[config.mk]
export PLATFORM = sky130hd
export DESIGN_NAME = led_bitplane_transposer
export DESIGN_NICKNAME = d
export VERILOG_FILES = /design/src/led_bt_pkg.sv /design/src/led_bitplane_transposer.sv
export SDC_FILE = /design/constraint.sdc
export NUM_CORES = 1
export LEC_CHECK = 0
export BUFFER_PORTS_ARGS = -buffer_cell sky130_fd_sc_hd__buf_2
export CAP_MARGIN = 40
export CORE_MARGIN = 1
export CORE_UTILIZATION = 30
export DETAILED_ROUTE_END_ITERATION = 8
export PLACE_DENSITY = 0.42
export SETUP_SLACK_MARGIN = 0.2
export SYNTH_ARGS = -nofsm -noshare
export SYNTH_HDL_FRONTEND = slang
export SYNTH_SLANG_ARGS = --single-unit
[constraint.sdc]
create_clock -name i_clk -period 4.4 [get_ports i_clk]
set_input_delay 0.88 -clock i_clk [delete_from_list [all_inputs] [get_ports i_clk]]
set_output_delay 0.88 -clock i_clk [all_outputs]
set_load 0.01 [all_outputs]
[src/led_bt_pkg.sv]
// Package for the LED bit-plane transposer: word types, register codes, plane bit map.
// Used by led_bitplane_transposer; depends on nothing else.
package led_bt_pkg;

    // Fixed geometry
    localparam int ROWS        = 8;
    localparam int PLANE_BITS  = 8;
    localparam int CHANNELS    = 3;
    localparam int PLANES      = PLANE_BITS * CHANNELS;
    localparam int PIX_W       = 24;
    localparam int ROW_IDX_W   = 3;
    localparam int HDR_BYTES   = 4;

    // Configuration port
    localparam int CFG_IDX_W   = 1;
    localparam int CFG_DATA_W  = 11;
    localparam logic [CFG_IDX_W-1:0] CFG_COLUMNS = 1'b0;
    localparam logic [CFG_IDX_W-1:0] CFG_ROWS    = 1'b1;

    // Shift of green, red, blue inside a stored pixel (red<<16 | green<<8 | blue)
    localparam logic [4:0] CHAN_SHIFT [CHANNELS] = '{5'd8, 5'd16, 5'd0};

    typedef struct packed {
        logic [7:0] red;
        logic [7:0] green;
        logic [7:0] blue;
    } t_in_word;

    typedef struct packed {
        logic [7:0] out_byte;
        logic       run_last;
        logic       frame_last;
    } t_out_word;

    // Pixel bit that feeds output plane p (G7..G0, R7..R0, B7..B0)
    function automatic logic [4:0] plane_bit(input int p);
        int ch;
        int bt;
        ch = p / PLANE_BITS;
        bt = PLANE_BITS - 1 - (p % PLANE_BITS);
        return CHAN_SHIFT[ch] + 5'(bt);
    endfunction

endpackage

[src/led_bitplane_transposer.sv]
// LED bit-plane transposer top level: row store memory, gather sweep, plane shifter.
// Depends on led_bt_pkg.
//
// Usage:
//   Input channel (i_in_valid / o_in_stall / i_in_data) takes one RGB pixel per word,
//   column order: rows 0..rows-1 of column 0, then column 1, and so on.
//   Output channel (o_out_valid / i_out_stall / o_out_data) gives one byte per word.
//   The first pixel of a frame yields a 4-byte big-endian length header (columns*24).
//   The last pixel of a column yields 24 plane bytes: green, red, blue, MSB first,
//   bit y of each byte is row y.
//   Config channel (i_cfg_valid / o_cfg_ready) writes columns_in_use (index 0) and
//   rows_in_use (index 1); ready is always high.
// Timing:
//   Pixels are written straight into an 8-entry row store. At a column end a sweep
//   reads the rows back (one row per cycle, through a registered read port) into a gather
//   buffer, which is copied into a 24-byte plane shifter. Bytes leave the shifter one
//   per cycle while the output is not stalled and no header is pending.
//   With 8 rows the sustained rate is set by the single output port draining 24 bytes
//   per column. A column end waits until the gather buffer is free; a frame start
//   waits until all earlier plane bytes have left the shifter.
// Reset: counters, pending work and config (columns 1, rows 8) are cleared; the row
//   store is not, since a row is always written in its column before it is read.
// Stall: a stalled output holds its word; work backs up and o_in_stall rises.
module led_bitplane_transposer #(
    parameter int MAX_COLUMNS = 1024
) (
    input  logic                              i_clk,
    input  logic                              i_rst_n,
    input  logic                              i_in_valid,
    output logic                              o_in_stall,
    input  led_bt_pkg::t_in_word              i_in_data,
    output logic                              o_out_valid,
    input  logic                              i_out_stall,
    output led_bt_pkg::t_out_word             o_out_data,
    input  logic                              i_cfg_valid,
    output logic                              o_cfg_ready,
    input  logic [led_bt_pkg::CFG_IDX_W-1:0]  i_cfg_index,
    input  logic [led_bt_pkg::CFG_DATA_W-1:0] i_cfg_data
);
    import led_bt_pkg::*;

    // Column limit as seen through the 11-bit register, and counter width
    localparam int MAX_C = (MAX_COLUMNS > 2047) ? 2047 : MAX_COLUMNS;
    localparam int CW    = (MAX_C > 1) ? $clog2(MAX_C) : 1;

    // Config registers
    logic [CFG_DATA_W-1:0] r_cols_cfg;
    logic [3:0]            r_rows_cfg;

    // Position counters
    logic [ROW_IDX_W-1:0]  r_row_cnt;
    logic [CW-1:0]         r_col_cnt;

    // Row store memory and its read port
    logic [PIX_W-1:0]      r_mem [ROWS];
    logic [PIX_W-1:0]      r_rd_data;
    logic                  r_rd_vld;
    logic [ROW_IDX_W-1:0]  r_rd_row;

    // Gather sweep
    logic                  r_gat_busy;
    logic [ROW_IDX_W-1:0]  r_rd_idx;
    logic [ROW_IDX_W-1:0]  r_gat_last;
    logic                  r_gat_full;
    logic                  r_gat_fl;
    logic [7:0]            r_gat [PLANES];

    // Plane shifter
    logic [7:0]            r_emit [PLANES];
    logic [4:0]            r_emit_cnt;
    logic                  r_emit_fl;

    // Header
    logic [2:0]            r_hdr_cnt;
    logic [15:0]           r_hdr_len;
    logic                  r_hdr_rl;

    // Output register
    logic                  r_out_vld;
    t_out_word             r_out;

    // Combinational
    logic [CFG_DATA_W-1:0] eff_cols;
    logic [3:0]            eff_rows;
    logic                  col_end;
    logic                  frame_end;
    logic                  hdr_need;
    logic                  gat_idle;
    logic                  in_acc;
    logic                  out_free;
    logic                  sel_hdr;
    logic                  sel_emit;
    logic                  load;
    logic                  copy;
    t_out_word             n_out;
    logic [15:0]           hdr_len;

    // Effective geometry: zero acts as one, large values saturate
    always_comb begin
        eff_cols = (r_cols_cfg == '0) ? CFG_DATA_W'(1) : r_cols_cfg;
        if (eff_cols > CFG_DATA_W'(MAX_C)) begin
            eff_cols = CFG_DATA_W'(MAX_C);
        end
        eff_rows = (r_rows_cfg == 4'd0) ? 4'd1 : r_rows_cfg;
        if (eff_rows > 4'(ROWS)) begin
            eff_rows = 4'(ROWS);
        end
    end

    assign col_end   = ({1'b0, r_row_cnt} + 4'd1) >= eff_rows;
    assign frame_end = col_end &&
                       ((12'(r_col_cnt) + 12'd1) >= {1'b0, eff_cols});
    assign hdr_need  = (r_row_cnt == '0) && (r_col_cnt == '0);
    assign hdr_len   = (16'(eff_cols) << 4) + (16'(eff_cols) << 3);
    assign gat_idle  = !r_gat_busy && !r_rd_vld && !r_gat_full;

    // Input flow control: column end needs the gather buffer, frame start needs
    // all earlier plane bytes out of the shifter
    assign o_in_stall = (col_end && !gat_idle) ||
                        (hdr_need && (!gat_idle || r_emit_cnt != '0 || r_hdr_cnt != '0));
    assign in_acc     = i_in_valid && !o_in_stall;
    assign o_cfg_ready = 1'b1;

    // Output source select: header first, then plane bytes
    always_comb begin
        out_free = !r_out_vld || !i_out_stall;
        sel_hdr  = r_hdr_cnt != '0;
        sel_emit = !sel_hdr && r_emit_cnt != '0;
        load     = out_free && (sel_hdr || sel_emit);
        copy     = r_gat_full &&
                   (r_emit_cnt == '0 || (r_emit_cnt == 5'd1 && load && sel_emit));
        n_out    = '0;
        if (sel_hdr) begin
            case (r_hdr_cnt)
                3'd2:    n_out.out_byte = r_hdr_len[15:8];
                3'd1:    n_out.out_byte = r_hdr_len[7:0];
                default: n_out.out_byte = 8'd0;
            endcase
            n_out.run_last = (r_hdr_cnt == 3'd1) && r_hdr_rl;
        end else begin
            n_out.out_byte   = r_emit[0];
            n_out.run_last   = r_emit_cnt == 5'd1;
            n_out.frame_last = (r_emit_cnt == 5'd1) && r_emit_fl;
        end
    end

    // Config writes
    always_ff @(posedge i_clk) begin
        if (!i_rst_n) begin
            r_cols_cfg <= CFG_DATA_W'(1);
            r_rows_cfg <= 4'd8;
        end else if (i_cfg_valid && o_cfg_ready) begin
            case (i_cfg_index)
                CFG_COLUMNS: r_cols_cfg <= i_cfg_data;
                CFG_ROWS:    r_rows_cfg <= i_cfg_data[3:0];
                default:     ;
            endcase
        end
    end

    // Row and column counters, header trigger
    always_ff @(posedge i_clk) begin
        if (!i_rst_n) begin
            r_row_cnt <= '0;
            r_col_cnt <= '0;
            r_hdr_cnt <= '0;
        end else begin
            if (load && sel_hdr) begin
                r_hdr_cnt <= r_hdr_cnt - 3'd1;
            end
            if (in_acc) begin
                if (hdr_need) begin
                    r_hdr_cnt <= 3'(HDR_BYTES);
                end
                if (col_end) begin
                    r_row_cnt <= '0;
                    r_col_cnt <= frame_end ? '0 : r_col_cnt + CW'(1);
                end else begin
                    r_row_cnt <= r_row_cnt + ROW_IDX_W'(1);
                end
            end
        end
    end

    // Header payload
    always_ff @(posedge i_clk) begin
        if (in_acc && hdr_need) begin
            r_hdr_len <= hdr_len;
            r_hdr_rl  <= !col_end;
        end
    end

    // Row store: write on accept, read during the gather sweep (old data on a clash)
    always_ff @(posedge i_clk) begin
        if (in_acc) begin
            r_mem[r_row_cnt] <= {i_in_data.red, i_in_data.green, i_in_data.blue};
        end
        r_rd_data <= r_mem[r_rd_idx];
        r_rd_row  <= r_rd_idx;
    end

    // Gather sweep control
    always_ff @(posedge i_clk) begin
        if (!i_rst_n) begin
            r_gat_busy <= 1'b0;
            r_rd_idx   <= '0;
            r_rd_vld   <= 1'b0;
            r_gat_full <= 1'b0;
        end else begin
            r_rd_vld <= r_gat_busy;
            if (r_gat_busy) begin
                if (r_rd_idx == r_gat_last) begin
                    r_gat_busy <= 1'b0;
                end else begin
                    r_rd_idx <= r_rd_idx + ROW_IDX_W'(1);
                end
            end
            if (r_rd_vld && r_rd_row == r_gat_last) begin
                r_gat_full <= 1'b1;
            end
            if (copy) begin
                r_gat_full <= 1'b0;
            end
            if (in_acc && col_end) begin
                r_gat_busy <= 1'b1;
                r_rd_idx   <= '0;
            end
        end
    end

    // Gather buffer: transpose each returned row into the 24 plane bytes
    always_ff @(posedge i_clk) begin
        if (in_acc && col_end) begin
            r_gat_last <= 3'(eff_rows - 4'd1);
            r_gat_fl   <= frame_end;
            for (int p = 0; p < PLANES; p++) begin
                r_gat[p] <= '0;
            end
        end
        if (r_rd_vld) begin
            for (int p = 0; p < PLANES; p++) begin
                r_gat[p][r_rd_row] <= r_rd_data[plane_bit(p)];
            end
        end
    end

    // Plane shifter
    always_ff @(posedge i_clk) begin
        if (!i_rst_n) begin
            r_emit_cnt <= '0;
        end else if (copy) begin
            r_emit_cnt <= 5'(PLANES);
        end else if (load && sel_emit) begin
            r_emit_cnt <= r_emit_cnt - 5'd1;
        end
    end

    always_ff @(posedge i_clk) begin
        if (copy) begin
            r_emit    <= r_gat;
            r_emit_fl <= r_gat_fl;
        end else if (load && sel_emit) begin
            for (int p = 0; p < PLANES - 1; p++) begin
                r_emit[p] <= r_emit[p+1];
            end
            r_emit[PLANES-1] <= '0;
        end
    end

    // Output register
    always_ff @(posedge i_clk) begin
        if (!i_rst_n) begin
            r_out_vld <= 1'b0;
        end else if (load) begin
            r_out_vld <= 1'b1;
        end else if (!i_out_stall) begin
            r_out_vld <= 1'b0;
        end
    end

    always_ff @(posedge i_clk) begin
        if (load) begin
            r_out <= n_out;
        end
    end

    assign o_out_valid = r_out_vld;
    assign o_out_data  = r_out;

    // Checks
    a_gat_excl: assert property (@(posedge i_clk) disable iff (!i_rst_n)
        !(r_gat_full && r_gat_busy))
        else $error("gather buffer full while sweep still running");

    a_emit_range: assert property (@(posedge i_clk) disable iff (!i_rst_n)
        r_emit_cnt <= 5'(PLANES))
        else $error("plane shifter count out of range");

    a_col_end_free: assert property (@(posedge i_clk) disable iff (!i_rst_n)
        (in_acc && col_end) |=> (r_gat_busy && !r_gat_full))
        else $error("column end taken while gather buffer in use");

    a_frame_last: assert property (@(posedge i_clk) disable iff (!i_rst_n)
        (o_out_valid && o_out_data.frame_last) |-> o_out_data.run_last)
        else $error("frame end byte without run end");

endmodule
==> results.txt <==
----------------------------------------------------
[GRT]
  Met3 capacity usage during global routing ... 2.44%
  GR peak layer ... met2
  Antenna violations before repair ... 4
  All-layer global routing usage ... 12.9%
  Largest net degree at the start of global routing ... 110
  Met1 usage ... a little under a fifth
  Grt ovf ... 0
  Wire length of the first global-routing pass ... 86800 µm
  GRT met2 Usage ... 20.0%
  Via count of the first global-routing pass ... between 10000 and 15000

[Timing]
  Number of endpoints failing setup at the final stage ... 0
  Shortest clock period the worst path allows after layout ... 3.63 ns
  Total count of max-transition violations in the final report ... 0
  Actual slew at the worst max-slew pin ... 0.792 ns
  Final setup TNS ... 0 ns
  Final period util ... 82.5%
  Final Skew ... 0.0216 ns
  Setup repair after global routing missed its margin ... false
  Max Freq ... between 0.2 and 0.3 GHz
  Tightest slew margin relative to the limit ... 47.2%
  Count of final hold-check violations ... 0

[Synthesis]
  Most common cell in the synthesized netlist ... edfxtp_1
  Average instance area after synthesis ... 15.9 µm²
  Number of synthesized register bits ... 675
  Top cells by area, synth ... edfxtp_1, dfxtp_1, mux2_2
  Proportion of synthesized chip area in sequential cells ... 67.8%
  Summed instance area of the synthesized netlist ... 0.0260 mm²
  Cells after Synth ... between 1500 and 2000
  Post-Synthesis Net Count ... ~1700
  Number of synthesized flops with an enable pin ... 413
  Number of distinct library cells after synthesis ... 64
  Synth area leader ... edfxtp_1
  Share of synthesized registers carrying an async set or reset ... 0%
  Most common library cells after synthesis ... edfxtp_1, dfxtp_1, a22o_1
  Number of warning messages in the yosys log ... 0
  Area share of the largest cell type after synthesis ... 47.6%
  Flip-flop cell with the highest count after synthesis ... edfxtp_1

[CTS]
  Clock transition at the register clock pins on the worst setup and hold paths after CTS ... about 0.060 ns
  CTS buffer count ... 79
  Longest Clk Path Bufs ... 3
  Number of clock sinks seen by CTS ... around 680
  Quantity of hold-fixing buffers added after cts ... 0
  Clock latency at the later pin of the worst-skew pair ... 0.61 ns
  CTS Root Buffer Type ... clkbuf_16
  Post-CTS setup buffer count ... 0
  Cts repair resizes ... 0
  Number of H-tree levels ... 3
  TritonCTS clock tree ... built

[Cells and area]
  Layout area overhead ... 15.8%
  Utilization after layout ... roughly a third
  Share of cells above drive strength 1 ... 27.6%
  Post-layout net count ... 1775
  Non-filler instance count after layout ... 2908
  Filler cell count in the final layout ... 8106
  Cell area after layout ... roughly 0.03 mm²

[Detailed routing]
  Detailed-router iteration count before antenna repair ... 5
  Number of vias in the routed layout ... approximately 14000
  # DRC ... 0
  ANT nets after route ... 0
  DR vias/cell ... approximately 4.7
  Wirelength per Cell ... 19.2 µm
  Iter 0 DRT Violations ... 739
  Routed wire length ... 55900 µm

[Floorplanning]
  Standard-cell row count ... 107
  Vertical die dimension ... ~300 µm
  Starting Density ... between 30% and 40%
  Die area ... 0.0880 mm²
  Num ports ... 54
  Die extent in x ... 297 µm
  Core Footprint ... 0.0855 mm²

[Pwr]
  Clock network power share ... 34.2%
  Power density of the placed cells ... between 600 and 700 mW/mm²
  Static Leak ... between 10 and 15 nW
  Cell internal power dissipation ... 0.0136 W
  Combinational fraction of design power ... 16.1%
  Switching fraction of total power ... 27.6%
  Net Switching ... 0.00520 W
  Worst voltage drop across the vdd grid ... around 0.44 mV
  Share of power burned in registers ... 49.8%

[Hold path]
  Min-Delay Startpoint ... r_gat_fl
  Class of the worst hold path ... flop to flop
  Worst Hold Endpoint ... r_emit_fl
  Hold-critical path depth ... 0

[Place]
  Routability-driven placement congestion ratio ... 0.726
  Post-place instance area ... 0.0275 mm²
  HPWL reported at the end of detailed placement ... 33100 µm
  IO Port Bufs ... between 50 and 60
  Count of placed standard cells including taps ... between 2000 and 3000

[Critical path]
  Critical Path Fanout Max ... 11
  Critical path launch point ... r_hdr_cnt[0]
  Reg2Reg Setup Slack ... 0.93 ns
  Crit. End Element ... output pin
  Path type of the worst setup path ... flop to output pin
  Endpoint of the most critical register-to-register path ... r_emit[58]
  Data arrival at the endpoint of the critical path ... 2.75 ns
  R2R cell count ... 7
  Required time reported for the critical path endpoint ... 3.52 ns
  Sort of element at the start of the critical path ... flop
  R2r startpoint ... r_hdr_cnt[0]

[Run]
  Max-Cap Viols ... 0

[Status]
  Run status ... completed

----------------------------------------------------
==> kinds of logic (layout without fill, tap and decap cells) <==
kind of cell / Yosys count / count (layout) / synth area share (%)
DFF: 675 / 675 / 67.8
AOI/OAI and AO/OA: 288 / 288 / 8.99
muxes: 259 / 259 / 13.3
and+or+nand+nor: 206 / 206 / 4.29
buffers and inverters: 139 / 264 / 2.76
adders and majority gates: 39 / 39 / 1.90
xor gates and xnor gates: 30 / 30 / 1.01
other: 1 / 3 / 0.0144
==> placed cells by master, fill, tap and decap left out, drive strengths merged, types with 5 or more instances in the layout <==
cell,Yosys,routed
clkbuf,31,113
a21oi,19,19
nand2b,7,7
nor2b,16,16
buf,77,85
dfxtp,262,262
o21ai,17,17
nor4,7,7
edfxtp,413,413
and3,9,9
a21boi,16,16
nor2,61,61
xor2,13,13
a221oi,5,5
nand2,55,55
inv,31,36
mux2,208,208
clkinv,0,25
nand3,17,17
and2,10,10
xnor2,17,17
mux4,48,48
a22o,199,199
nor3,15,15
a211oi,5,5
ha,38,38
==> sequential cells by signal, indices dropped and copies added, names as in the netlist, 3 cells and up <==
register	count
o_out_data	10
r_cols_cfg	11
r_row_cnt	3
r_rd_idx	3
r_col_cnt	10
r_gat_last	3
r_mem	192
r_emit_cnt	5
r_emit	192
r_rd_data	24
r_hdr_cnt	3
r_hdr_len	13
r_rd_row	3
r_gat	192
r_rows_cfg	4
==> power groups by stage <==
stage                     clock, W  combinational [W]  sequential, W
after global routing       0.00689            0.00335        0.00953
final                      0.00644            0.00302        0.00938
after detailed placement         0            0.00311        0.00953
after global placement           0            0.00305        0.00954
after CTS                  0.00666            0.00313        0.00942
after floorplan                  0            0.00233        0.00903
==> critical path, cell delays in order, from the launching register on <==
cell and delay (ns):
dfxtp_1 0.33, inv_1 0.11, ha_1 0.32, nor2b_1 0.66
and3_4 0.37, o21a_1 0.14, a21oi_1 0.05, buf_2 0.16
==> worst max-delay path by stage <==
stage                             end  depth (start not counted)
after floorplan           r_mem[0][0]                          8
after CTS                  o_in_stall                          7
after global placement       r_gat[7]                         10
after detailed placement    r_emit[7]                          7
final                      o_in_stall                          7
after global routing       o_in_stall                          7
==> through the flow <==
step | hold slack, ns | total power [W] | setup WS (ns)
finish | 0.423 | 0.0188 | 0.770
global route | 0.441 | 0.0198 | 0.602
CTS | 0.426 | 0.0192 | 0.716
detailed placement | 0.413 | 0.0126 | 0.934
global placement | 0.410 | 0.0126 | 0.878
floorplan | 0.329 | 0.0114 | -0.352
==> cell type report <==
cell class / instances / area, µm² / share of cell area, %
Multi-Input combinational cell: 823 / 7750 / 25.7
Clock buffer: 113 / 2290 / 7.59
Antenna cell: 2 / 5.00 / 0.0166
Clock inverter: 35 / 317 / 1.05
Timing Repair Buffer: 85 / 586 / 1.94
Tap cell: 1144 / 1430 / 4.75
Inverter: 31 / 119 / 0.394
Sequential cell: 675 / 17700 / 58.6
==> layer usage <==
metal	share of wire, %	routed length [µm]	vias to the layer above
li1	-	-	6435
met1	49	27400	6907
met2	46	25400	165
met3	3.5	1930	81
met4	1.8	1030	6
met5	0.073	41	-
Note: power is estimated with default switching activity, not from simulation.
